===== config.mk =====
export PLATFORM = sky130hd
export DESIGN_NAME = apc_queue
export DESIGN_NICKNAME = d
export VERILOG_FILES = /design/src/rtl/apc_pkg.sv /design/src/rtl/apc_queue.sv
export SDC_FILE = /design/constraint.sdc
export NUM_CORES = 1
export LEC_CHECK = 0
export ABC_AREA = 1
export BUFFER_PORTS_ARGS = -buffer_cell sky130_fd_sc_hd__clkbuf_2
export CAP_MARGIN = 25
export CORE_UTILIZATION = 55
export CTS_CLUSTER_SIZE = 16
export DETAILED_ROUTE_END_ITERATION = 8
export PLACE_DENSITY = 0.82
export SYNTH_ARGS = -nofsm -noshare
export SYNTH_HDL_FRONTEND = slang
export SYNTH_SLANG_ARGS = --single-unit

===== constraint.sdc =====
create_clock -name aclk -period 3.7 [get_ports aclk]
set_clock_uncertainty 0.05 [all_clocks]
set_input_delay 0.74 -clock aclk [delete_from_list [all_inputs] [get_ports aclk]]
set_output_delay 0.74 -clock aclk [all_outputs]
set_load 0.005 [all_outputs]

===== src/rtl/apc_pkg.sv =====
// apc_pkg: shared types and fixed-point constants for the altitude PID controller.
// No dependencies; imported by every module under rtl/.
package apc_pkg;

    localparam int ALT_W   = 16;
    localparam int ERR_W   = 17;
    localparam int DERR_W  = 18;
    localparam int GAIN_W  = 24;
    localparam int CMD_W   = 16;
    localparam int CFG_IDX_W  = 2;
    localparam int CFG_DATA_W = 24;

    // Gains carry this many fraction bits.
    localparam int GAIN_FRAC_BITS = 8;

    // Datapath widths, all signed.
    localparam int PROD_W  = GAIN_W + ERR_W;    // kp*e, ki*e
    localparam int DPROD_W = GAIN_W + DERR_W;   // kd*(e - e_prev)
    localparam int P10_W   = PROD_W + 4;
    localparam int D100_W  = DPROD_W + 7;
    localparam int INTEG_W = 48;
    localparam int NUM_W   = 51;

    // cmd = floor(num * 2^15 / (100000 * 2^F)) = floor(num * 2^(10-F) / 3125).
    // Valid for F <= 10; the scaled numerator is offset so it is never negative
    // inside the unsaturated window.
    localparam int SCALE_SHIFT = 10 - GAIN_FRAC_BITS;
    localparam longint DEN     = 64'd100000 * (64'd1 << GAIN_FRAC_BITS);
    localparam longint X_OFFSET = 64'd102400000;     // DEN << SCALE_SHIFT
    localparam int X_W         = 28;
    localparam int RECIP_W     = 29;
    localparam int RECIP_SHIFT = 40;
    localparam logic [RECIP_W-1:0] RECIP_3125 = 29'd351843721;  // ceil(2^40 / 3125)
    localparam int MUL_W       = X_W + RECIP_W;

    localparam logic signed [NUM_W-1:0] NUM_HI = NUM_W'(DEN);
    localparam logic signed [NUM_W-1:0] NUM_LO = -NUM_W'(DEN);
    localparam logic signed [NUM_W-1:0] NUM_OFF = NUM_W'(X_OFFSET);

    localparam logic signed [CMD_W-1:0] CMD_MAX = 16'sh7FFF;
    localparam logic signed [CMD_W-1:0] CMD_MIN = 16'sh8000;

    localparam logic signed [INTEG_W-1:0] INTEG_MAX = {1'b0, {(INTEG_W-1){1'b1}}};
    localparam logic signed [INTEG_W-1:0] INTEG_MIN = {1'b1, {(INTEG_W-1){1'b0}}};

    typedef enum logic [CFG_IDX_W-1:0] {
        REG_TARGET = 2'd0,
        REG_PROP   = 2'd1,
        REG_INTEG  = 2'd2,
        REG_DERIV  = 2'd3
    } cfg_reg_t;

    typedef struct packed {
        logic signed [GAIN_W-1:0] prop_gain;
        logic signed [GAIN_W-1:0] integ_gain;
        logic signed [GAIN_W-1:0] deriv_gain;
    } gains_t;

    // One classified sample waiting for the arithmetic back end.
    typedef struct packed {
        logic signed [ERR_W-1:0]  err;
        logic signed [DERR_W-1:0] derr;
    } sample_t;

endpackage


===== src/rtl/apc_queue.sv =====
// apc_queue: small register FIFO between front and back ends.
// Depends on apc_pkg. DEPTH must be at least 2.
module apc_queue #(
    parameter int DEPTH = 4
) (
    input  logic             aclk,
    input  logic             aresetn,
    input  logic             push,
    input  apc_pkg::sample_t wdata,
    output logic             full,
    input  logic             pop,
    output logic             not_empty,
    output apc_pkg::sample_t rdata
);
    import apc_pkg::*;

    localparam int PTR_W = $clog2(DEPTH);
    localparam int CNT_W = $clog2(DEPTH + 1);

    sample_t              entry_reg [DEPTH];
    logic [PTR_W-1:0]     wr_ptr_reg;
    logic [PTR_W-1:0]     rd_ptr_reg;
    logic [CNT_W-1:0]     count_reg;

    assign full      = (count_reg == CNT_W'(DEPTH));
    assign not_empty = (count_reg != '0);
    assign rdata     = entry_reg[rd_ptr_reg];

    always_ff @(posedge aclk) begin
        if (push) begin
            entry_reg[wr_ptr_reg] <= wdata;
        end
    end

    always_ff @(posedge aclk) begin
        if (!aresetn) begin
            wr_ptr_reg <= '0;
            rd_ptr_reg <= '0;
            count_reg  <= '0;
        end else begin
            if (push) begin
                wr_ptr_reg <= (wr_ptr_reg == PTR_W'(DEPTH - 1)) ? '0 : wr_ptr_reg + 1'b1;
            end
            if (pop) begin
                rd_ptr_reg <= (rd_ptr_reg == PTR_W'(DEPTH - 1)) ? '0 : rd_ptr_reg + 1'b1;
            end
            if (push && !pop) begin
                count_reg <= count_reg + 1'b1;
            end else if (pop && !push) begin
                count_reg <= count_reg - 1'b1;
            end
        end
    end

    a_no_pop_empty: assert property (@(posedge aclk) disable iff (!aresetn)
        pop |-> not_empty)
        else $error("queue popped while empty");

    a_no_push_full: assert property (@(posedge aclk) disable iff (!aresetn)
        push |-> (!full || pop))
        else $error("queue pushed while full");

    a_count_up: assert property (@(posedge aclk) disable iff (!aresetn)
        (push && !pop) |=> count_reg == $past(count_reg) + CNT_W'(1))
        else $error("queue occupancy lost a transfer");

endmodule


---- Word-level counts from Yosys, hierarchy flattened ----
Memory sizes are Yosys's and may differ from the RTL's. A register that Yosys moved wholly into a read port is not among the register bits.
Cells that the tools add are included.
word-level totals
  register bits ........................... 7
  bits of input ports ..................... 39
  memories ................................ 1
  output and inout bits ................... 37
  bits in writable memories ............... 140
  latch bits .............................. 0
  memory bits (read-only) ................. 0
cells by class
  add/sub/neg operators ................... 4
  muxes and demuxes ....................... 8
  bitwise operators ....................... 0
  divide/modulo/power cells ............... 0
  shift operators ......................... 0
  magnitude comparators ................... 0
  $mul .................................... 0
  eq/ne operators ......................... 3
  reductions and logical operators ........ 6
memories
  memory     words  bits a word  rd ports  clocked after Yosys merged registers in  wr ports  RTL line         RTL
  entry_reg  4      35           1         1                                        1         apc_queue.sv:20  sample_t entry_reg [DEPTH];
operators with widths
  cell                                               number
  2-to-1 mux 2 bit                                   4
  2-to-1 mux 3 bit                                   2
  adder 2 x 1 -> 2 bit (second input constant)       2
  equality test 2 bit (second input constant)        2
  adder 3 x 1 -> 3 bit (second input constant)       1
  equality test 3 bit (second input constant)        1
  nonzero test 3 bit                                 1
  subtractor 3 x 1 -> 3 bit (second input constant)  1
  logical AND 1 bit                                  2
  zero test 1 bit                                    2
  2-to-1 mux 1 bit                                   2
  nonzero test 2 bit                                 1

---- Logic depth before layout (Yosys ltp) ----
Gate-level depths: netlist of run 1.
  depth after elaboration ................. 4
  depth in mapped cells ................... 10
  mapped depth without buffers ............ 10

---- Least setup slack after synthesis of run 1 ----
OpenSTA, ideal clock, no wires.
  path kind ............................... input port to flip-flop
  start point ............................. in push
  end point ............................... mem entry_reg[3][0] (netlist bit) (enable)
  cell stages on the path ................. 2
  path buffers ............................ 0
  setup slack ............................. 1.794 ns
  data arrival time ....................... 1.466 ns
  required time ........................... 3.260 ns
  path through ............................ nand2_1 > inv_1
between the ends
  longest elaborated chain between the ends .. 2
ends and longest elaborated chain
  element                                 RTL line         RTL
  start: declaration                      apc_queue.sv:8   input logic push,
  2-to-1 mux 1 bit                        apc_queue.sv:30  if (push) begin
  2-to-1 mux 1 bit (implied by the code)  apc_queue.sv:31  entry_reg[wr_ptr_reg] <= wdata;
  end: declaration                        apc_queue.sv:20
No other way between the ends.

==> impl_results.md, run 1 <==
- Row Count: 36
- Worst path required time: 2.91 ns
- Grt ovf: 0
- Most common cell after layout, fill and taps aside: edfxtp_1
- Most frequent cells in the layout: edfxtp_1 (140), nor2_1 (79), clkbuf_2 (75)
- Final setup fails: 0
- Core ar.: 9860 µm²
- First-pass GRT wire length: 16200 µm
- Inst Count DP: 592
- Initial antenna violation count: 0
- Final TNS setup: 0 ns
- Fmax: 352 MHz
- Area growth syn-to-layout: 18.6%
- Clk pin slew, worst setup/hold paths: 0.06 ns
- Post-route minimum period: 2.84 ns
- Drt pass-1 iters: 4
- CP Launch Type: flip-flop
- Leak: 2.44 nW
- Critical path fanouts, max: 70
- Final period utilization: 76.7%
- Max FFs per register: 140
- Final ANT Viol Nets: 0
- Setup WS post-layout: 0.862 ns
- Sink Count: 149
- Clock Tree Buf Depth: 2
- Worst-Skew Late Latency: 0.52 ns
- Area after DPL: 6100 µm²
- Worst reg2reg setup slack: 1.70 ns
- CP Capture Type: output pin
- Starting DRT DRC Count: 193
- HPWL after DPL: 6130 µm
- Power Density: 598 nW/µm²
- Seq/Total Area, Yosys: 77.5%
- GPL Wtd Cong: 0.724
- Routed WL per cell: 17.1 µm
- Share of cells above drive strength 1: 23.2%
- Vias in the first global route: 3291
- Non-Filler Instances: 624
- Max-cap viol count: 0
- Post-route cell area: 6710 µm²
- Max-slew violations: 0
- Worst hold path stage count: 1
- Die W: 103 µm
- Fin nets: 524
- Slew HR: 53.4%
- H-Tree Depth: 4
- PostCTS Resize Cnt: 0
- Initial cell density of the core: 57.3%
- CTS root buf: clkbuf_8
- Reg2Reg Depth: 5
- Arr. time, crit path: 2.05 ns
- Die H: 103 µm
- Final hold slack: 0.389 ns
- Hold_buf cts: 0
- Status: finished clean
- PortBufs: 75
- Post-CTS Setup Inserts: 0
- Worst-margin pin slew: 0.699 ns
- Count of different cell masters after synthesis: 20
- Pre-CTS setup slack: 1.43 ns
- Top-level I/O count: 76
- CTS tree: done
- # diodes: 0
- Worst IR Drop VDD: 509 µV
- Die area: 10700 µm²
- Gr usage total: 21.1%
- Synthesis-stage register bit count: 149
- Inserted Clock Buffers: 17
- Hold crit path type: input port to flip-flop
- Via density: 5.56
- Residual DRC: 0
- Synth warnings: 0
- Mapped Cells: 398
- RSZ-0062 raised after global routing: false
- Largest net degree at the start of global routing: 71
- Final hold violation count: 0
- Vias: 3471
- Cell area after synthesis: 5650 µm²
- Syn_nets: 444
- Worst setup path category: flip-flop to output pin
- Syn_area_per_cell: 14.2 µm²
- Routed wire length: 10700 µm
-- worst max-delay path, stage by stage (launching register included) --
cell      delay (ns)
dfxtp_2         0.35
buf_4           0.58
o21ai_1         0.16
o22ai_1         0.27
clkbuf_2        0.17
-- routing by layer --
metal / global-route usage, % / up-vias / share of wire (%)
met5: 0 / - / 0
met2: 33.6 / 142 / 48
met4: 8.02 / 0 / 0.81
met3: 6.12 / 8 / 7.5
li1: - / 1634 / -
met1: 27.9 / 1687 / 44
-- area by class of cell --
type | count | area (µm²)
Multi-Input combinational cell | 212 | 1060
Fill cell | 677 | 3160
Clock buffer | 19 | 422
Timing Repair Buffer | 82 | 428
Sequential cell | 149 | 4390
Inverter | 16 | 62.6
Tap cell | 133 | 166
Clock inverter | 13 | 181
-- path summary, 6_finish.rpt --
path	from	end
max	flip-flop	rdata[33]
min	wdata[31]	entry_reg[3][31]
max reg2reg	wr_ptr_reg[0]	entry_reg[2][7]
min reg2reg	count_reg[1]	count_reg[1]
-- cell usage after synthesis, drive strengths merged --
master    n  area share (%)
a21oi     3            0.27
buf      21             2.6
dfxtp     9             3.2
edfxtp  140              74
fa        1            0.35
ha        6             1.3
inv      16             1.1
nand2     9            0.60
nand3     1           0.088
nand4     1            0.11
nor2     79             5.2
nor3      3            0.27
o21ai    73             6.5
o22ai    35             3.9
xor2      1            0.15
-- per-stage QoR --
stage                     util [%]  total power [W]
after CTS                     68.0          0.00403
final                         68.0          0.00401
after detailed placement      61.9          0.00232
after floorplan                  -          0.00218
after global routing          68.0          0.00414
after global placement        61.9          0.00230
-- cells by family (layout without fill, tap and decap cells) --
family | Yosys count | after routing | synth area share, %
adders and majority gates | 7 | 7 | 1.68
DFF | 149 | 149 | 77.5
AOI/OAI and AO/OA | 111 | 111 | 10.6
buffers and inverters | 37 | 130 | 3.72
xor gates and xnor gates | 1 | 1 | 0.155
and+or+nand+nor | 93 | 93 | 6.31
-- where the power goes --
group,switching [W],internal [W]
Combinational,0.000214,0.000121
Clock,0.000634,0.00109
Sequential,0.0000238,0.00192
(Power assumes the default switching activity.)
==> run 2: changes to the inputs <==
CORE_UTILIZATION = 51   (was 55)
PLACE_DENSITY = 0.8   (was 0.82)
clock period = 2.45 ns   (was 3.7 ns; I/O delays follow)
==> run 2 against run 1 <==
  * Cell area increased by 3.4%
  * Cell count increased by 2.6%
  * Wire length rose by 5.7%
  * Clock power is 69% higher
  * Combinational power increased by 62%
==> impl_results.md, run 2 (synthesized netlist as in run 1, its figures left out) <==
- Inserted Clock Buffers: 17 (unchanged)
- Routed WL per cell: 17.6 µm (was 17.1 µm)
- Core ar.: 10800 µm² (was 9860 µm²)
- Final period utilization: 96.3%
- Fmax: 424 MHz
- Top-level I/O count: 76 (unchanged)
- Leak: 2.55 nW (was 2.44 nW)
- Inst Count DP: 605 (was 592)
- Reg2Reg Depth: 5 (unchanged)
- Grt ovf: 0 (unchanged)
- Gr usage total: 20.5% (was 21.1%)
- CTS tree: done (unchanged)
- Residual DRC: 0 (unchanged)
- CP Capture Type: output pin (unchanged)
- Final ANT Viol Nets: 0 (unchanged)
- Levels on crit path: 4 (unchanged)
- Largest net degree at the start of global routing: 36 (was 71)
- Vias: 3488 (was 3471)
- Clock Tree Buf Depth: 2 (unchanged)
- Worst-margin pin slew: 0.635 ns (was 0.699 ns)
- Most common cell after layout, fill and taps aside: edfxtp_1 (unchanged)
- Arr. time, crit path: 1.82 ns (was 2.05 ns)
- Final core utilization: 64.0% (was 68.0%)
- Most frequent cells in the layout: edfxtp_1 (140), nor2_1 (79), clkbuf_2 (75) (unchanged)
- Worst setup path category: flip-flop to output pin (unchanged)
- Starting DRT DRC Count: 270 (was 193)
- Post-route minimum period: 2.36 ns
- Via density: 5.45 (was 5.56)
- Die W: 107 µm (was 103 µm)
- Initial cell density of the core: 52.2% (was 57.3%)
- Largest stage delay, worst path: 0.41 ns (was 0.58 ns)
- Routed wire length: 11300 µm (was 10700 µm)
- Worst path required time: 1.91 ns (was 2.91 ns)
- # diodes: 0 (unchanged)
- Die H: 107 µm (was 103 µm)
- Worst path bufs/invs: 2 (unchanged)
- Reg2reg start: wr_ptr_reg[1] (was wr_ptr_reg[0])
- Share of cells above drive strength 1: 25.2% (was 23.2%)
- R2R Path End: entry_reg[1][2] (was entry_reg[2][7])
- Status: finished clean (unchanged)
- Clk pin slew, worst setup/hold paths: 0.06 ns (about the same)
- Hold_buf cts: 0 (unchanged)
- Setup crit end: rdata[28] (was rdata[33])
- Final hold violation count: 0 (unchanged)
- Area growth syn-to-layout: 22.6% (was 18.6%)
- H-Tree Depth: 4 (unchanged)
- First-pass GRT wire length: 17000 µm (was 16200 µm)
- Row Count: 38 (was 36)
- CTS root buf: clkbuf_8 (unchanged)
- HPWL after DPL: 6630 µm (was 6130 µm)
- Sink Count: 149 (unchanged)
- Worst hold path stage count: 1 (unchanged)
- Power Density: 925 nW/µm² (was 598 nW/µm²)
- CP Cell Sequence: buf_8, o21ai_0, o22ai_1, clkbuf_2 (was buf_4, o21ai_1, o22ai_1, clkbuf_2)
- Initial antenna violation count: 0 (unchanged)
- Final setup fails: 0 (unchanged)
- Final hold slack: 0.130 ns (was 0.389 ns)
- Slew HR: 57.4% (was 53.4%)
- Worst IR Drop VDD: 485 µV (was 509 µV)
- Critical path fanouts, max: 35 (was 70)
- Critical path's slowest cell: dfxtp_1 (was buf_4)
- CP Launch Type: flip-flop (unchanged)
- Worst reg2reg setup slack: 0.54 ns (was 1.70 ns)
- Fin nets: 534 (was 524)
- Max-cap viol count: 0 (unchanged)
- Non-Filler Instances: 640 (was 624)
- Max FFs per register: 140 (unchanged)
- Die area: 11500 µm² (was 10700 µm²)
- Fillcell total: 787 (was 677)
- Drt pass-1 iters: 4 (unchanged)
- GPL Wtd Cong: 0.729 (was 0.724)
- CP top delay family: compound AO/OA/AOI/OAI gates (was buffers and inverters)
- Hold crit path type: input port to flip-flop (unchanged)
- Max-slew violations: 0 (unchanged)
- Vias in the first global route: 3407 (was 3291)
- Worst-Skew Late Latency: 0.52 ns (about the same)
- PortBufs: 75 (unchanged)
==> run 2: cell types whose count changed in the layout (fill, tap and decap cells not counted), moves of 2 or more <==
cell,previous run,this run
bufinv_16,4,7
buf_4,7,9
buf_12,0,3
clkinvlp_4,4,1
buf_6,0,2
==> run 2: repair_timing <==
item                       in CTS  in global routing
setup buffers                   0                  3
resized for setup               4                  7
setup endpoints to repair      27                 14
gates cloned                    0                  1
pin swaps                       0                  0
==> run 2: where the power goes <==
part           switching [W]  internal [W]  total [W]
logic               0.000332      0.000210   0.000543
registers          0.0000410       0.00290    0.00295
clock network       0.000966       0.00196    0.00292
==> run 2: how the worst min path moves through the flow <==
stage,startpoint,end,slack [ns]
2_1_floorplan,wr_ptr_reg[1],wr_ptr_reg[1],0.44
3_3_place_gp,wr_ptr_reg[1],wr_ptr_reg[1],0.45
3_5_place_dp,count_reg[2],count_reg[2],0.48
4_1_cts,wdata[34],entry_reg[3][34],0.11
5_1_grt,wdata[29],entry_reg[0][29],0.11
6_report,wdata[16],entry_reg[1][16],0.13
==> run 2: metal layers <==
layer / vias up / wire length (µm) / GRT usage [%]
met3: 17 / 536 / 5.99
met2: 93 / 5840 / 35.1
met4: 0 / 130 / 8.12
met5: - / 0 / 0
met1: 1720 / 4760 / 24.3
li1: 1658 / - / -
==> run 2: layout make-up <==
class                   count  area (µm²)  share of cell area (%)
clock buffers              18         418                    6.03
well taps                 140         175                    2.53
clock inverters            13         254                    3.66
multi-input cells         212        1070                    15.4
flip-flops and latches    149        4390                    63.3
repair buffers             91         548                    7.90
repair inverters            1        8.76                   0.126
inverters                  16        75.1                    1.08
==> run 2: stage by stage <==
step / power [W] / setup TNS (ns) / setup slack, ns / area [µm²]
after floorplan: 0.00329 / 0 / 0.730 / 5650
after global placement: 0.00350 / 0 / 0.482 / 6190
after detailed placement: 0.00352 / 0 / 0.416 / 6190
after CTS: 0.00644 / -0.00408 / -0.00408 / 6880
after global routing: 0.00662 / -0.00508 / -0.00508 / 6930
final: 0.00641 / 0 / 0.0918 / 6930
==> run 3: changes to the inputs <==
CORE_UTILIZATION = 30   (was 51)
PLACE_DENSITY = 0.54   (was 0.8)
==> run 3 against run 2 <==
  * Clock-buffer cell count rose by 3
  * Wire length rose by 2.6%
  * Register-to-register slack better by 0.24 ns
  * Hold slack improved by 0.11 ns
  * Cell area down 0.76%
  * Setup slack better by 0.021 ns
  * Maximum frequency increased by 0.89%
==> impl_results.md, run 3 (synthesized netlist as in run 1, its figures left out) <==
- Status: finished clean (unchanged)
- Row Count: 49 (was 38)
- Fillcell total: 1698 (was 787)
- Max-slew violations: 0 (unchanged)
- Share of cells above drive strength 1: 25.1% (was 25.2%)
- Final period utilization: 95.4% (was 96.3%)
- Residual DRC: 0 (unchanged)
- First-pass GRT wire length: 18300 µm (was 17000 µm)
- Critical path's slowest cell: dfxtp_2 (was dfxtp_1)
- Slew HR: 66.9% (was 57.4%)
- CTS root buf: clkbuf_16 (was clkbuf_8)
- Die W: 139 µm (was 107 µm)
- Die H: 139 µm (was 107 µm)
- Arr. time, crit path: 1.80 ns (was 1.82 ns)
- Fmax: 428 MHz (was 424 MHz)
- PortBufs: 75 (unchanged)
- Worst-margin pin slew: 0.495 ns (was 0.635 ns)
- Starting DRT DRC Count: 172 (was 270)
- CP top delay family: buffers and inverters (was compound AO/OA/AOI/OAI gates)
- GPL Wtd Cong: 0.698 (was 0.729)
- Leak: 2.48 nW (was 2.55 nW)
- Largest net degree at the start of global routing: 51 (was 36)
- Inserted Clock Buffers: 17 (unchanged)
- Fin nets: 527 (was 534)
- CP Capture Type: output pin (unchanged)
- Clk pin slew, worst setup/hold paths: 0.06 ns (about the same)
- Power Density: 856 nW/µm² (was 925 nW/µm²)
- Most frequent cells in the layout: edfxtp_1 (140), nor2_1 (79), clkbuf_2 (75) (unchanged)
- Post-route minimum period: 2.34 ns (was 2.36 ns)
- Routed wire length: 11600 µm (was 11300 µm)
- Worst IR Drop VDD: 489 µV (was 485 µV)
- Post-CTS Setup Inserts: 0 (unchanged)
- Final core utilization: 37.8% (was 64.0%)
- Worst-Skew Late Latency: 0.42 ns (was 0.52 ns)
- Hold crit path type: input port to flip-flop (unchanged)
- # diodes: 0 (unchanged)
- Largest stage delay, worst path: 0.32 ns (was 0.41 ns)
- Final hold violation count: 0 (unchanged)
- CTS tree: done (unchanged)
- Vias: 3342 (was 3488)
- Routed WL per cell: 16.0 µm (was 17.6 µm)
- CP Launch Type: flip-flop (unchanged)
- Worst path required time: 1.91 ns (about the same)
- Clock Tree Buf Depth: 2 (unchanged)
- Sink Count: 149 (unchanged)
- Initial cell density of the core: 31.1% (was 52.2%)
- Grt ovf: 0 (unchanged)
- Max-cap viol count: 0 (unchanged)
- Initial antenna violation count: 0 (unchanged)
- Top-level I/O count: 76 (unchanged)
- Area growth syn-to-layout: 21.7% (was 22.6%)
- Gr usage total: 12.8% (was 20.5%)
- Final setup fails: 0 (unchanged)
- Final ANT Viol Nets: 0 (unchanged)
- Core ar.: 18200 µm² (was 10800 µm²)
- Max FFs per register: 140 (unchanged)
- CP Cell Sequence: inv_2, buf_4, o21ai_1, o22ai_1, clkbuf_2 (was buf_8, o21ai_0, o22ai_1, clkbuf_2)
- Worst setup path category: flip-flop to output pin (unchanged)
- Vias in the first global route: 3354 (was 3407)
- Critical path fanouts, max: 18 (was 35)
- H-Tree Depth: 4 (unchanged)
- Worst path bufs/invs: 3 (was 2)
- Final TNS setup: 0 ns (unchanged)
- HPWL after DPL: 7000 µm (was 6630 µm)
- RSZ-0062 raised after global routing: false
- Die area: 19400 µm² (was 11500 µm²)
- Most common cell after layout, fill and taps aside: edfxtp_1 (unchanged)
- Via density: 4.62 (was 5.45)
- Drt pass-1 iters: 4 (unchanged)
run 3: cell types whose count changed in the layout (fill, tap and decap cells not counted), moves of 2 or more:
cell        change
clkbuf_16       +3
clkinv_2        +3
buf_12          +2
inv_2           +5
bufinv_16       -7
dfxtp_2         +2
clkinv_1        -4
clkinvlp_4      +3
buf_4           -5
run 3: routing by layer:
metal	vias up	share of wire, %	global-route usage [%]
li1	1644	-	-
met1	1614	45	15.2
met2	68	49	21.4
met3	16	4.5	4.09
met4	0	1.5	5.50
met5	-	0	0
run 3: through the flow:
stage | hold WS, ns | area [µm²] | std cells | total power, W | worst slack, ns
finish | 0.235 | 6880 | 723 | 0.00589 | 0.113
CTS | 0.215 | 6870 | 723 | 0.00595 | 0.0103
global placement | 0.458 | 6310 | 691 | 0.00353 | 0.475
floorplan | 0.440 | 5650 | 398 | 0.00329 | 0.730
global route | 0.220 | 6880 | 723 | 0.00612 | 0.0246
detailed placement | 0.474 | 6310 | 691 | 0.00354 | 0.482
run 3: power by group:
group          leakage [nW]  internal, W  switching (W)  total [W]
Clock                 0.271      0.00143       0.000978    0.00241
Combinational         0.846     0.000201       0.000334   0.000535
Sequential             1.36      0.00291      0.0000338    0.00294
run 3: final timing paths:
kind,start,to,slack (ns),cells after the start
max,flip-flop,rdata[10],0.11,5
min,wdata[6],entry_reg[1][6],0.23,1
max reg2reg,wr_ptr_reg[0],entry_reg[3][28],0.78,4
min reg2reg,count_reg[2],count_reg[2],0.48,3
run 3: timing repair:
action	in CTS	in global routing
endpoints found under the setup margin	0	14
resized for setup	0	2
hold buffers	0	0
run 3: layout make-up:
type | instances | area, µm² | share of cell area, %
clock buffer | 21 | 493 | 7.16
clock inverter | 11 | 72.6 | 1.05
inverter | 16 | 65.1 | 0.946
multi-input combinational | 212 | 1060 | 15.4
sequential | 149 | 4390 | 63.8
tap | 229 | 287 | 4.16
timing repair buffer | 85 | 517 | 7.51
