===== src/rtl/apc_pkg.sv =====
// apc_pkg: shared types and fixed-point constants for the altitude PID controller.
// No dependencies; imported by every module under rtl/.
package apc_pkg;

    localparam int ALT_W   = 16;
    localparam int ERR_W   = 17;
    localparam int DERR_W  = 18;
    localparam int GAIN_W  = 24;
    localparam int CMD_W   = 16;
    localparam int CFG_IDX_W  = 2;
    localparam int CFG_DATA_W = 24;

    // Gains carry this many fraction bits.
    localparam int GAIN_FRAC_BITS = 8;

    // Datapath widths, all signed.
    localparam int PROD_W  = GAIN_W + ERR_W;    // kp*e, ki*e
    localparam int DPROD_W = GAIN_W + DERR_W;   // kd*(e - e_prev)
    localparam int P10_W   = PROD_W + 4;
    localparam int D100_W  = DPROD_W + 7;
    localparam int INTEG_W = 48;
    localparam int NUM_W   = 51;

    // cmd = floor(num * 2^15 / (100000 * 2^F)) = floor(num * 2^(10-F) / 3125).
    // Valid for F <= 10; the scaled numerator is offset so it is never negative
    // inside the unsaturated window.
    localparam int SCALE_SHIFT = 10 - GAIN_FRAC_BITS;
    localparam longint DEN     = 64'd100000 * (64'd1 << GAIN_FRAC_BITS);
    localparam longint X_OFFSET = 64'd102400000;     // DEN << SCALE_SHIFT
    localparam int X_W         = 28;
    localparam int RECIP_W     = 29;
    localparam int RECIP_SHIFT = 40;
    localparam logic [RECIP_W-1:0] RECIP_3125 = 29'd351843721;  // ceil(2^40 / 3125)
    localparam int MUL_W       = X_W + RECIP_W;

    localparam logic signed [NUM_W-1:0] NUM_HI = NUM_W'(DEN);
    localparam logic signed [NUM_W-1:0] NUM_LO = -NUM_W'(DEN);
    localparam logic signed [NUM_W-1:0] NUM_OFF = NUM_W'(X_OFFSET);

    localparam logic signed [CMD_W-1:0] CMD_MAX = 16'sh7FFF;
    localparam logic signed [CMD_W-1:0] CMD_MIN = 16'sh8000;

    localparam logic signed [INTEG_W-1:0] INTEG_MAX = {1'b0, {(INTEG_W-1){1'b1}}};
    localparam logic signed [INTEG_W-1:0] INTEG_MIN = {1'b1, {(INTEG_W-1){1'b0}}};

    typedef enum logic [CFG_IDX_W-1:0] {
        REG_TARGET = 2'd0,
        REG_PROP   = 2'd1,
        REG_INTEG  = 2'd2,
        REG_DERIV  = 2'd3
    } cfg_reg_t;

    typedef struct packed {
        logic signed [GAIN_W-1:0] prop_gain;
        logic signed [GAIN_W-1:0] integ_gain;
        logic signed [GAIN_W-1:0] deriv_gain;
    } gains_t;

    // One classified sample waiting for the arithmetic back end.
    typedef struct packed {
        logic signed [ERR_W-1:0]  err;
        logic signed [DERR_W-1:0] derr;
    } sample_t;

endpackage


===== src/rtl/apc_front.sv =====
// apc_front: accepts altitude samples, forms error and error delta, keeps last error.
// Depends on apc_pkg.
module apc_front (
    input  logic                      aclk,
    input  logic                      aresetn,
    input  logic                      s_valid,
    output logic                      s_ready,
    input  logic [apc_pkg::ALT_W-1:0] s_measured_altitude,
    input  logic [apc_pkg::ALT_W-1:0] target_altitude,
    input  logic                      q_full,
    output logic                      q_push,
    output apc_pkg::sample_t          q_wdata
);
    import apc_pkg::*;

    logic signed [ERR_W-1:0] last_err_reg;
    logic signed [ERR_W-1:0] err;

    assign s_ready = !q_full;
    assign q_push  = s_valid && s_ready;

    assign err          = $signed({1'b0, target_altitude}) - $signed({1'b0, s_measured_altitude});
    assign q_wdata.err  = err;
    assign q_wdata.derr = DERR_W'(err) - DERR_W'(last_err_reg);

    always_ff @(posedge aclk) begin
        if (!aresetn) begin
            last_err_reg <= '0;
        end else if (q_push) begin
            last_err_reg <= err;
        end
    end

endmodule


===== config.mk =====
export PLATFORM = sky130hd
export DESIGN_NAME = apc_front
export DESIGN_NICKNAME = d
export VERILOG_FILES = /design/src/rtl/apc_pkg.sv /design/src/rtl/apc_front.sv
export SDC_FILE = /design/constraint.sdc
export NUM_CORES = 1
export LEC_CHECK = 0
export ABC_CLOCK_PERIOD_IN_PS = 6300
export BUFFER_PORTS_ARGS = -buffer_cell sky130_fd_sc_hd__buf_2
export CAP_MARGIN = 40
export CORE_MARGIN = 1
export CORE_UTILIZATION = 53
export CTS_CLUSTER_DIAMETER = 80
export DETAILED_ROUTE_END_ITERATION = 10
export PLACE_DENSITY_LB_ADDON = 0.3
export SYNTH_ARGS = -nofsm -noshare
export SYNTH_HDL_FRONTEND = slang
export SYNTH_SLANG_ARGS = --single-unit

===== constraint.sdc =====
create_clock -name aclk -period 6.3 [get_ports aclk]
set_input_delay 1.575 -clock aclk [delete_from_list [all_inputs] [get_ports aclk]]
set_output_delay 1.575 -clock aclk [all_outputs]
set_load 0.02 [all_outputs]

# Word level (Yosys, flattened, before mapping)
# Index checks and enable logic that the tools add are counted.
op_classes:
  n_addsub: 2
  reduce_logical: 2
ops:
  columns: ["cell", "count"]
  rows:
  - ["17-bit by 17-bit subtractor with 18-bit output", 1]
  - ["16-bit by 16-bit subtractor with 17-bit output", 1]
  - ["1-bit logical AND", 1]
  - ["1-bit zero test", 1]
word_totals:
  register_bits: 17
  output_inout_bits: 37
  wordCells: 5

# Logic depth before layout (Yosys ltp)
# Gate-level depths: netlist of run 1.
depth:
  ltp_word: 2
  depth_mapped: 17
  ltp_nobuf: 17

# Least setup slack after synthesis of run 1
# OpenSTA, ideal clock, no wires.
synth_timing:
  kind: "input to output"
  startpoint: "input s_measured_altitude[8] (netlist name)"
  endpoint: "output q_wdata[15] (netlist name)"
  arrival_time_ns: 5.029
  slack_ns: -0.304
  path_stages: 15
  path_buffers: 2
  path_cell_list: "inv_1 -> ha_1 -> clkbuf_1 -> a21o_1 -> a2111oi_2 -> o31a_2 -> xnor2_1 -> ha_1 -> clkbuf_1 -> a21o_1 -> a21o_1 -> a21oi_1 -> mux2i_1 -> nand2_1 -> a311oi_1"
synth_rtl:
  columns: ["item", "line_no", "source"]
  rows:
  - ["start, declared", "apc_front.sv:8", "input logic [apc_pkg::ALT_W-1:0] s_measured_altitude,"]
  - ["end, declared", "apc_front.sv:12", "output apc_pkg::sample_t q_wdata"]

==> qor.yml, run 1 <==
synth_fa_ha_area_share_pct: 18.34
worstReg2RegEnd: "last_err_reg[10]"
detail_route.iter0.violations: 168
yosys_register_bits: 17
yosysWarnings: 0
finalHoldViolCount: 0
fillCellCount: 321
drc: 0
number_of_diodes_added_for_antenna_fixing: 0
run_status: "finished clean"
worstPathMaxFanout: 4
finish.net_count: 523
route.antenna.remaining_nets: 0
io_buffers: 72
tightestPinTransition_ns: 0.7485
synth_compound_area_share_pct: 28.27
flow.area_growth_from_synthesis_pct: 37.69
sequential_power_share_pct: 12.5
ys.flop_type: "dfxtp_1"
synth.most_common_cell: "inv_1"
mappedNetlistArea_mm2: 0.002470
depth_of_the_most_critical_reg_to_reg_path: 2
path_clk_slew_ns: 0.06
clock_tree.root_cell: "clkbuf_8"
number_of_detailed_routing_iterations_run_before_antenna_repair: 4
rows: 24
cts_buffers: 3
grt_setup_unrepaired: "true"
final_layout_size_suffix_gt1_share_pct: 32.59
ff_latch_area_um2: 340.3
worst_setup_path_start_kind: "input pin"
path_class: "input pin to output pin"
combinationalPowerShare_pct: 79.2
insertion_delay_ns: 0.25
final-max-slew-violation-count: 0
final_worst_slack_ns: 0.05473
power_switching_share_pct: 48.99
max-vdd-ir-drop_v: 0.0001232
synth_top_area_cell: "ha_1"
worst_case_clock_buffer_depth: 2
routed_via_density: 5.670
cts_htree_levels: 1
fp.dieW_um: 70.27
cts_sinks: 17
final.min_clock_period_ns: 6.245
ys_top_cells_by_area: "ha_1 17%, dfxtp_1 14%, inv_1 6.8%"
synthesized_nets: 420
synth_simple_gate_area_share_pct: 21.63
muxShareOfSynthArea_pct: 1.317
worst-endpoint-arrival_ns: 4.67
routed-via-count: 2852
ff2ff_setup_slack_ns: 5.50
power.clock.fraction_pct: 8.3
grt_max_degree: 25
timing.max_cap.violations: 0
end_kind: "output pin"
hpwlAfterDp_um: 5244
route.detailed.wl_per_inst_um: 13.71
place.gp.congestion: 0.8438
cellLeakagePower_nw: 1.601
grt_pass1_vias: 2532
synthesized_area_per_cell_um2: 7.077
design.portCount: 73
max-slew-margin-rel_pct: 49.98
fin_setup_tns_ns: 0
global_route.overflow_total: 0
global_route.usage.total_pct: 26.55
p_int_uw: 490.5
switchingPower_uw: 471.1
largest_reg_flops: 17
design.die.area_mm2: 0.004937
synthesis.instances: 349
synthXorXnorAreaFrac_pct: 8.156
grt_antenna_before_repair: 0
instance_area_after_placement_mm2: 0.003152
synth_top_family_by_area: "compound AO/OA/AOI/OAI gates"
grt_pass1_wl_um: 11050
setup-violations-final: 0
critical_path.reg2reg.startpoint: "last_err_reg[10]"
finalClockSkew_ns: 0
min_path_type: "register to register"
power_density_mw_per_mm2: 282.7
endpoint: "q_wdata[14]"
crit_required_ns: 4.72
tritoncts: "built"
synth_cell_type_count: 54
synth_largest_type_area_fraction_pct: 16.72
fin_area_mm2: 0.003401
combined_area_of_the_multi_input_logic_cells_mm2: 0.002115
synth_enable_flop_cells: 0
fmax_mhz: 160.1
die_h_um: 70.27
synthTopCellsByCount: "45 x inv_1, 36 x nand2_1, 33 x ha_1"
finalCritPeriodShare_pct: 99.13
total_routed_length_um: 6895
core_area_mm2: 0.004414
finalCoreUtilization_pct: 77.04
start_util_pct: 55.95
synth_seq_area_share_pct: 13.78
asyncSetResetFlopFracSynth_pct: 0
min_delay_path_depth: 2
place_ws_ns: -0.2391
startpoint: "s_measured_altitude[1]"
==> logic make-up (layout without fill, tap and decap cells) <==
group,Yosys count,in the layout
buf+inv,56,158
simple gates,113,113
fa+ha+maj,35,35
compound gates,102,102
xor+xnor,23,23
mux,3,3
flops,17,17
==> layout make-up <==
cell class,instances,share of cell area (%)
multi-input cells,276,62.18
repair buffers,109,19.54
flip-flops and latches,17,10.01
inverters,45,5.040
well taps,52,1.913
clock buffers,4,1.325
==> layer usage <==
| layer | vias up | part of all wire, % | wire length, µm | track usage, % |
|---|---|---|---|---|
| met1 | 1307 | 46 | 3191 | 37.02 |
| met2 | 104 | 48 | 3289 | 44.97 |
| met3 | 6 | 5.2 | 356 | 1.587 |
| li1 | 1435 | - | - | - |
| met5 | - | 0 | 0 | 0 |
| met4 | 0 | 0.81 | 56 | 5.556 |
==> worst max-delay path: stages <==
cell	delay, ns
buf_2	0.08
inv_1	0.07
ha_1	0.30
nand2b_1	0.14
a211oi_4	0.32
buf_4	0.17
o211ai_1	0.08
a21boi_1	0.31
ha_1	0.37
nand2_1	0.12
a311oi_2	0.05
a2111oi_4	0.37
o21ai_1	0.13
a32o_1	0.29
nor3_2	0.13
buf_4	0.17
==> worst min path at each step <==
stage | from | end | slack (ns)
after floorplan | last_err_reg[1] | last_err_reg[1] | 0.44
after global placement | last_err_reg[1] | last_err_reg[1] | 0.44
after detailed placement | last_err_reg[5] | last_err_reg[5] | 0.45
after CTS | last_err_reg[7] | last_err_reg[7] | 0.46
after global routing | last_err_reg[1] | last_err_reg[1] | 0.47
final | last_err_reg[7] | last_err_reg[7] | 0.46
==> cells in the final DEF, fill, tap and decap left out, drive strengths merged, types with 5 or more instances in the layout <==
cell type	netlist	routed
buf	1	109
o211ai	5	5
xnor2	16	16
inv	45	45
ha	33	33
nor3	11	11
nor2b	5	5
xor2	7	7
a21o	12	12
nand3	13	13
dfxtp	17	17
nor2	27	27
a21oi	31	31
nand2	36	36
o21ai	19	19
==> what timing repair did <==
item                                    in CTS  in global routing
gates resized for setup                     10                 31
hold buffers                                 0                  0
endpoints found under the setup margin       7                  8
setup buffers                                1                  3
hold endpoints to repair                     0                  0
pin swaps                                    4                 28
==> power groups by stage <==
stage	clock network (mW)	registers [mW]	logic, mW
6_report	0.0795	0.120	0.762
4_1_cts	0.0791	0.120	0.710
3_5_place_dp	0	0.122	0.692
2_1_floorplan	0	0.121	0.469
3_3_place_gp	0	0.122	0.677
5_1_grt	0.0847	0.121	0.829
==> through the flow <==
step,hold WS [ns],power (mW),cells
detailed placement,0.4480,0.8143,495
floorplan,0.4363,0.5904,349
CTS,0.4586,0.9094,500
global route,0.4740,1.035,503
global placement,0.4422,0.7987,495
finish,0.4573,0.9616,503
Note: power is estimated with default switching activity, not from simulation.
==> run 2, diff against run 1 <==
--- a/config.mk
+++ b/config.mk
@@ -14,4 +14,5 @@
 export DETAILED_ROUTE_END_ITERATION = 10
 export PLACE_DENSITY_LB_ADDON = 0.3
+export REMOVE_ABC_BUFFERS = 1
 export SYNTH_ARGS = -nofsm -noshare
 export SYNTH_HDL_FRONTEND = slang
==> constraint.sdc (replaced) <==
create_clock -name aclk -period 6.3 [get_ports aclk]
set_input_delay 1.26 -clock aclk [delete_from_list [all_inputs] [get_ports aclk]]
set_output_delay 1.26 -clock aclk [all_outputs]
set_load 0.02 [all_outputs]
==> run 2 against run 1 <==
Compared with the run above: non-clock buffer count is 37 lower; clock skew stayed put; worst setup slack better by 0.30 ns; clock power is 4.3% higher; critical path type unchanged; power is 15% lower; sequential share of layout area is 1.7 points higher; hold slack worse by 0.00086 ns; critical path depth is 3 higher; maximum frequency is 5.1% higher; routed wire length is 13% lower; global-route usage is 2.4 points lower.
==> qor.yml, run 2 (synthesis results as in run 1) <==
power_uw: 817.9  # was 961.6 µW
min_delay_path_depth: 2  # unchanged
fp.dieW_um: 70.27  # unchanged
grt_pass1_vias: 2305  # was 2532
worst_case_clock_buffer_depth: 2  # unchanged
grt_max_degree: 25  # unchanged
cellLeakagePower_nw: 1.377  # was 1.601 nW
power_switching_share_pct: 52.18  # was 48.99%
drc: 0  # unchanged
p_int_uw: 391.2  # was 490.5 µW
max-vdd-ir-drop_v: 0.0001173  # was 0.0001232 V
post_layout_nonfiller_instances: 466  # was 503
flow.area_growth_from_synthesis_pct: 17.68  # was 37.69%
number_of_detailed_routing_iterations_run_before_antenna_repair: 4  # unchanged
global_route.usage.total_pct: 24.12  # was 26.55%
die_h_um: 70.27  # unchanged
routed-via-count: 2640  # was 2852
switchingPower_uw: 426.8  # was 471.1 µW
tightestPinTransition_ns: 0.7587  # was 0.7485 ns
path_clk_slew_ns: 0.07  # was 0.06 ns
finalCritPeriodShare_pct: 94.30  # was 99.13%
finish.net_count: 486  # was 523
rows: 24  # unchanged
worstSetupPathDepth: 19  # was 16
setup-violations-final: 0  # unchanged
layout_commonest_cell: "buf_2"  # unchanged
grt_antenna_before_repair: 0  # unchanged
design.die.area_mm2: 0.004937  # unchanged
path_class: "input pin to output pin"  # unchanged
route.antenna.remaining_nets: 0  # unchanged
start_util_pct: 55.95  # unchanged
final.min_clock_period_ns: 5.941  # was 6.245 ns
detail_route.iter0.violations: 117  # was 168
depth_of_the_most_critical_reg_to_reg_path: 2  # unchanged
io_buffers: 72  # unchanged
timing.max_cap.violations: 0  # unchanged
max-slew-margin-rel_pct: 49.30  # was 49.98%
largest_reg_flops: 17  # unchanged
place.gp.congestion: 0.8347  # was 0.8438
core_area_mm2: 0.004414  # unchanged
worst_setup_path_start_kind: "input pin"  # unchanged
numPlacedInstances: 462  # was 495
finalCoreUtilization_pct: 65.84  # was 77.04%
min_path_type: "register to register"  # unchanged
design.portCount: 73  # unchanged
routed_via_density: 5.665  # was 5.670
grt_setup_unrepaired: "false"  # was true
largest_delay_contributor_family_on_the_critical_path: "compound AO/OA/AOI/OAI gates"  # unchanged
crit_chain: "buf_2 > inv_1 > ha_1 > inv_1 > fa_1 > a21oi_2 > o211ai_1 > a21o_1 > a41oi_1 > nor2b_1 > xnor2_1 > ha_2 > and2_1 > and3_1 > a21oi_1 > o21ai_0 > o22ai_1 > xnor2_1 > buf_2"  # was buf_2 > inv_1 > ha_1 > nand2b_1 > a211oi_4 > buf_4 > o211ai_1 > a21boi_1 > ha_1 > nand2_1 > a311oi_2 > a2111oi_4 > o21ai_1 > a32o_1 > nor3_2 > buf_4
combinationalPowerShare_pct: 75.2  # was 79.2%
finalHoldViolCount: 0  # unchanged
insertion_delay_ns: 0.26  # was 0.25 ns
finalClockSkew_ns: 0  # unchanged
cts_sinks: 17  # unchanged
ff2ff_setup_slack_ns: 5.50  # about the same
worst-endpoint-arrival_ns: 4.68  # was 4.67 ns
final-max-slew-violation-count: 0  # unchanged
tritoncts: "built"  # unchanged
slowest_delay_ns: 0.41  # was 0.37 ns
power.clock.fraction_pct: 10.1  # was 8.3%
run_status: "finished clean"  # unchanged
number_of_diodes_added_for_antenna_fixing: 0  # unchanged
clock_tree.root_cell: "clkbuf_8"  # unchanged
fin_setup_tns_ns: 0  # unchanged
end_kind: "output pin"  # unchanged
fin_area_mm2: 0.002907  # was 0.003401 mm²
final_layout_size_suffix_gt1_share_pct: 21.01  # was 32.59%
grt_pass1_wl_um: 10020  # was 11050 µm
cts_htree_levels: 1  # unchanged
global_route.overflow_total: 0  # unchanged
critPathBufInv: 4  # unchanged
sequential_power_share_pct: 14.6  # was 12.5%
instance_area_after_placement_mm2: 0.002854  # was 0.003152 mm²
total_routed_length_um: 5966  # was 6895 µm
cts_buffers: 3  # unchanged
hpwlAfterDp_um: 4821  # was 5244 µm
critical_path.slowest_cell: "fa_1"  # was ha_1
route.detailed.wl_per_inst_um: 12.80  # was 13.71 µm
crit_required_ns: 5.04  # was 4.72 ns
worstPathMaxFanout: 6  # was 4
fmax_mhz: 168.3  # was 160.1 MHz
power_density_mw_per_mm2: 281.4  # was 282.7 mW/mm²
most-common-layout-cells: "72 x buf_2, 45 x inv_1, 36 x nand2_1"  # was 66 x buf_2, 43 x inv_1, 40 x buf_4
run 2: cell count changes in the layout (fill, tap and decap cells not counted), moves of 3 or more:
cell	previous run	this run
ha_4	3	0
buf_2	66	72
buf_4	40	0
xnor2_2	3	0
a21oi_2	5	1
xnor2_1	13	16
a21oi_1	25	30
o21ai_0	12	16
buf_6	3	0
o21ai_1	5	1
run 2: repair_timing:
action                                  CTS  global route
setup buffers                             0             0
endpoints found under the setup margin    0             1
hold buffers                              0             0
resized for setup                         0             2
run 2: final timing paths:
check / from / to
hold / removal: last_err_reg[1] / last_err_reg[1]
hold reg to reg: last_err_reg[1] / last_err_reg[1]
setup / recovery: target_altitude[0] / q_wdata[16]
setup reg to reg: last_err_reg[11] / last_err_reg[11]
run 2: routing by layer:
layer	up-vias	GRT usage [%]	wire, µm
met2	67	38.84	2650
met3	5	2.165	268
met4	0	5.333	56
li1	1367	-	-
met1	1201	34.69	2990
met5	-	0	0
run 2: power groups by stage:
stage | Combinational, mW | Clock [mW] | Sequential (mW)
after global placement | 0.596 | 0 | 0.122
after CTS | 0.611 | 0.0837 | 0.120
final | 0.616 | 0.0829 | 0.120
after global routing | 0.673 | 0.0878 | 0.120
after floorplan | 0.449 | 0 | 0.121
after detailed placement | 0.609 | 0 | 0.122
run 2: layout make-up:
class	count	area [µm²]
Tap cell	52	65.06
Timing Repair Buffer	72	360.3
Sequential cell	17	340.3
Clock inverter	1	5.005
Clock buffer	3	41.29
Multi-Input combinational cell	276	1926
Fill cell	403	1508
Inverter	45	168.9
run 2: metrics by stage:
| stage | worst slack, ns | hold WS [ns] |
|---|---|---|
| 3_3_place_gp | 0.4384 | 0.4422 |
| 6_report | 0.3588 | 0.4565 |
| 4_1_cts | 0.3060 | 0.4565 |
| 3_5_place_dp | 0.3404 | 0.4465 |
| 2_1_floorplan | 0.3412 | 0.4363 |
| 5_1_grt | 0.05491 | 0.4755 |
run 2: worst min-delay path, cell delays in order, from the launching register on:
cell	delay, ns
dfxtp_1	0.31
nand2_1	0.05
a21oi_1	0.05
==> run 3, diff against run 2 <==
Settings changed: PLACE_DENSITY set to 0.92, PLACE_DENSITY_LB_ADDON 0.3 to not set, REMOVE_ABC_BUFFERS 1 to not set.
==> run 3 against run 2 <==
Compared with the run above: die area is the same; non-clock buffer count grew 1; first-iteration DRC count grew 15%; clock-buffer cell count grew 1; sequential power is essentially flat; maximum frequency shrank 0.47%; flip-flop and latch count is the same; register-to-register slack lost 0.04 ns; core utilization grew 0.40 points; critical path depth shrank 3; via count grew 4.1%; sequential share of layout area shrank 0.070 points; largest cell class unchanged.
==> qor.yml, run 3 (synthesis results as in run 1) <==
number_of_diodes_added_for_antenna_fixing: 0  # unchanged
max-slew-margin-rel_pct: 51.90  # was 49.30%
grt_setup_unrepaired: "false"  # unchanged
number_of_detailed_routing_iterations_run_before_antenna_repair: 4  # unchanged
tightestPinTransition_ns: 0.7198  # was 0.7587 ns
finalClockSkew_ns: 0  # unchanged
cts_buffers: 3  # unchanged
global_route.overflow_total: 0  # unchanged
critical_path.slowest_cell: "o21ai_0"  # was fa_1
route.detailed.wl_per_inst_um: 13.67  # was 12.80 µm
finish.net_count: 487  # was 486
design.portCount: 73  # unchanged
final_layout_size_suffix_gt1_share_pct: 21.45  # was 21.01%
start_util_pct: 55.95  # unchanged
combinationalPowerShare_pct: 75.7  # was 75.2%
io_buffers: 72  # unchanged
crit_chain: "buf_2 > inv_1 > ha_1 > inv_1 > fa_1 > a21oi_2 > o211ai_1 > a21o_1 > a21oi_1 > xnor2_1 > ha_1 > and2_1 > o21ai_0 > nand2_1 > o311a_1 > buf_2"  # was buf_2 > inv_1 > ha_1 > inv_1 > fa_1 > a21oi_2 > o211ai_1 > a21o_1 > a41oi_1 > nor2b_1 > xnor2_1 > ha_2 > and2_1 > and3_1 > a21oi_1 > o21ai_0 > o22ai_1 > xnor2_1 > buf_2
tritoncts: "built"  # unchanged
ff2ff_setup_slack_ns: 5.46  # was 5.50 ns
fmax_mhz: 167.5  # was 168.3 MHz
rows: 24  # unchanged
layout_commonest_cell: "buf_2"  # unchanged
power_density_mw_per_mm2: 281.4  # about the same
die_h_um: 70.27  # unchanged
path_clk_slew_ns: 0.06  # was 0.07 ns
min_path_type: "register to register"  # unchanged
finalHoldViolCount: 0  # unchanged
fillCellCount: 350  # was 403
flow.area_growth_from_synthesis_pct: 18.39  # was 17.68%
routed_via_density: 5.884  # was 5.665
cts_htree_levels: 1  # unchanged
power_switching_share_pct: 52.05  # was 52.18%
most-common-layout-cells: "72 x buf_2, 45 x inv_1, 36 x nand2_1"  # unchanged
fin_setup_tns_ns: 0  # unchanged
post_layout_nonfiller_instances: 467  # was 466
sequential_power_share_pct: 14.6  # about the same
crit_required_ns: 5.04  # about the same
total_routed_length_um: 6385  # was 5966 µm
cellLeakagePower_nw: 1.380  # was 1.377 nW
ff_latch_area_um2: 340.3  # unchanged
detail_route.iter0.violations: 134  # was 117
finalCritPeriodShare_pct: 94.75  # was 94.30%
power_uw: 822.7  # was 817.9 µW
worst-endpoint-arrival_ns: 4.71  # was 4.68 ns
route.antenna.remaining_nets: 0  # unchanged
combined_area_of_the_multi_input_logic_cells_mm2: 0.001937  # was 0.001926 mm²
grt_antenna_before_repair: 0  # unchanged
routed-via-count: 2748  # was 2640
largest_delay_contributor_family_on_the_critical_path: "compound AO/OA/AOI/OAI gates"  # unchanged
grt_pass1_wl_um: 10540  # was 10020 µm
switchingPower_uw: 428.2  # was 426.8 µW
fp.dieW_um: 70.27  # unchanged
worstPathMaxFanout: 6  # unchanged
power.clock.fraction_pct: 9.6  # was 10.1%
cts_sinks: 17  # unchanged
critPathBufInv: 4  # unchanged
end_kind: "output pin"  # unchanged
grt_max_degree: 25  # unchanged
largest_reg_flops: 17  # unchanged
path_class: "input pin to output pin"  # unchanged
timing.max_cap.violations: 0  # unchanged
slowest_delay_ns: 0.42  # was 0.41 ns
design.die.area_mm2: 0.004937  # unchanged
post_cts.repair.setup_buffers: 0  # unchanged
setup-violations-final: 0  # unchanged
worst_case_clock_buffer_depth: 2  # unchanged
numPlacedInstances: 463  # was 462
global_route.usage.total_pct: 25.17  # was 24.12%
core_area_mm2: 0.004414  # unchanged
place.gp.congestion: 0.8572  # was 0.8347
finalCoreUtilization_pct: 66.24  # was 65.84%
worst_setup_path_start_kind: "input pin"  # unchanged
max-vdd-ir-drop_v: 0.0001081  # was 0.0001173 V
clock_tree.root_cell: "clkbuf_8"  # unchanged
run_status: "finished clean"  # unchanged
final-max-slew-violation-count: 0  # unchanged
final.min_clock_period_ns: 5.969  # was 5.941 ns
p_int_uw: 394.5  # was 391.2 µW
drc: 0  # unchanged
final.hold.worst_slack_ns: 0.4532  # was 0.4565 ns
hpwlAfterDp_um: 4965  # was 4821 µm
grt_pass1_vias: 2560  # was 2305
insertion_delay_ns: 0.24  # was 0.26 ns
## run 3: cell count changes in the layout (fill, tap and decap cells not counted), sizes merged
cell    delta
buf        +1
clkbuf     +1
clkinv     -1
## run 3: layer usage
| metal | GRT usage [%] | up-vias | wire [µm] |
|---|---|---|---|
| met5 | 0 | - | 0 |
| li1 | - | 1371 | - |
| met2 | 44.55 | 101 | 3122 |
| met4 | 10.44 | 0 | 141 |
| met1 | 31.38 | 1260 | 2817 |
| met3 | 1.443 | 16 | 303 |
## run 3: final cells by class
cell class,count,share of cell area (%)
Sequential cell,17,11.64
Multi-Input combinational cell,276,66.24
Clock buffer,4,1.540
Inverter,45,5.777
Timing Repair Buffer,73,12.58
Tap cell,52,2.225
## run 3: worst paths after layout
check             cells past startpoint                from         endpoint
setup reg to reg                      2     last_err_reg[0]  last_err_reg[0]
hold reg to reg                       2     last_err_reg[1]  last_err_reg[1]
setup / recovery                     16  target_altitude[0]      q_wdata[13]
hold / removal                        2     last_err_reg[1]  last_err_reg[1]
## run 3: worst reg2reg max path: stages (launching register included)
cell and delay, ns:
dfxtp_1 0.35, nor2_1 0.06, a211oi_1 0.32
## run 3: metrics by stage
stage	area, µm²	worst slack (ns)
2_1_floorplan	2470	0.3265
3_3_place_gp	2861	0.4239
3_5_place_dp	2861	0.3038
4_1_cts	2907	0.2497
5_1_grt	2924	0.05819
6_report	2924	0.3310
## run 3: power groups by stage
stage	clock network, mW	registers (mW)	logic (mW)
after floorplan	0	0.121	0.451
after global placement	0	0.122	0.594
after detailed placement	0	0.122	0.609
after CTS	0.0795	0.120	0.613
after global routing	0.0850	0.121	0.677
final	0.0791	0.120	0.623
## run 3: what timing repair did
item	4_1_cts	5_1_grt
hold endpoints to repair	0	0
gates resized for setup	0	4
setup endpoints to repair	0	5
hold buffers	0	0
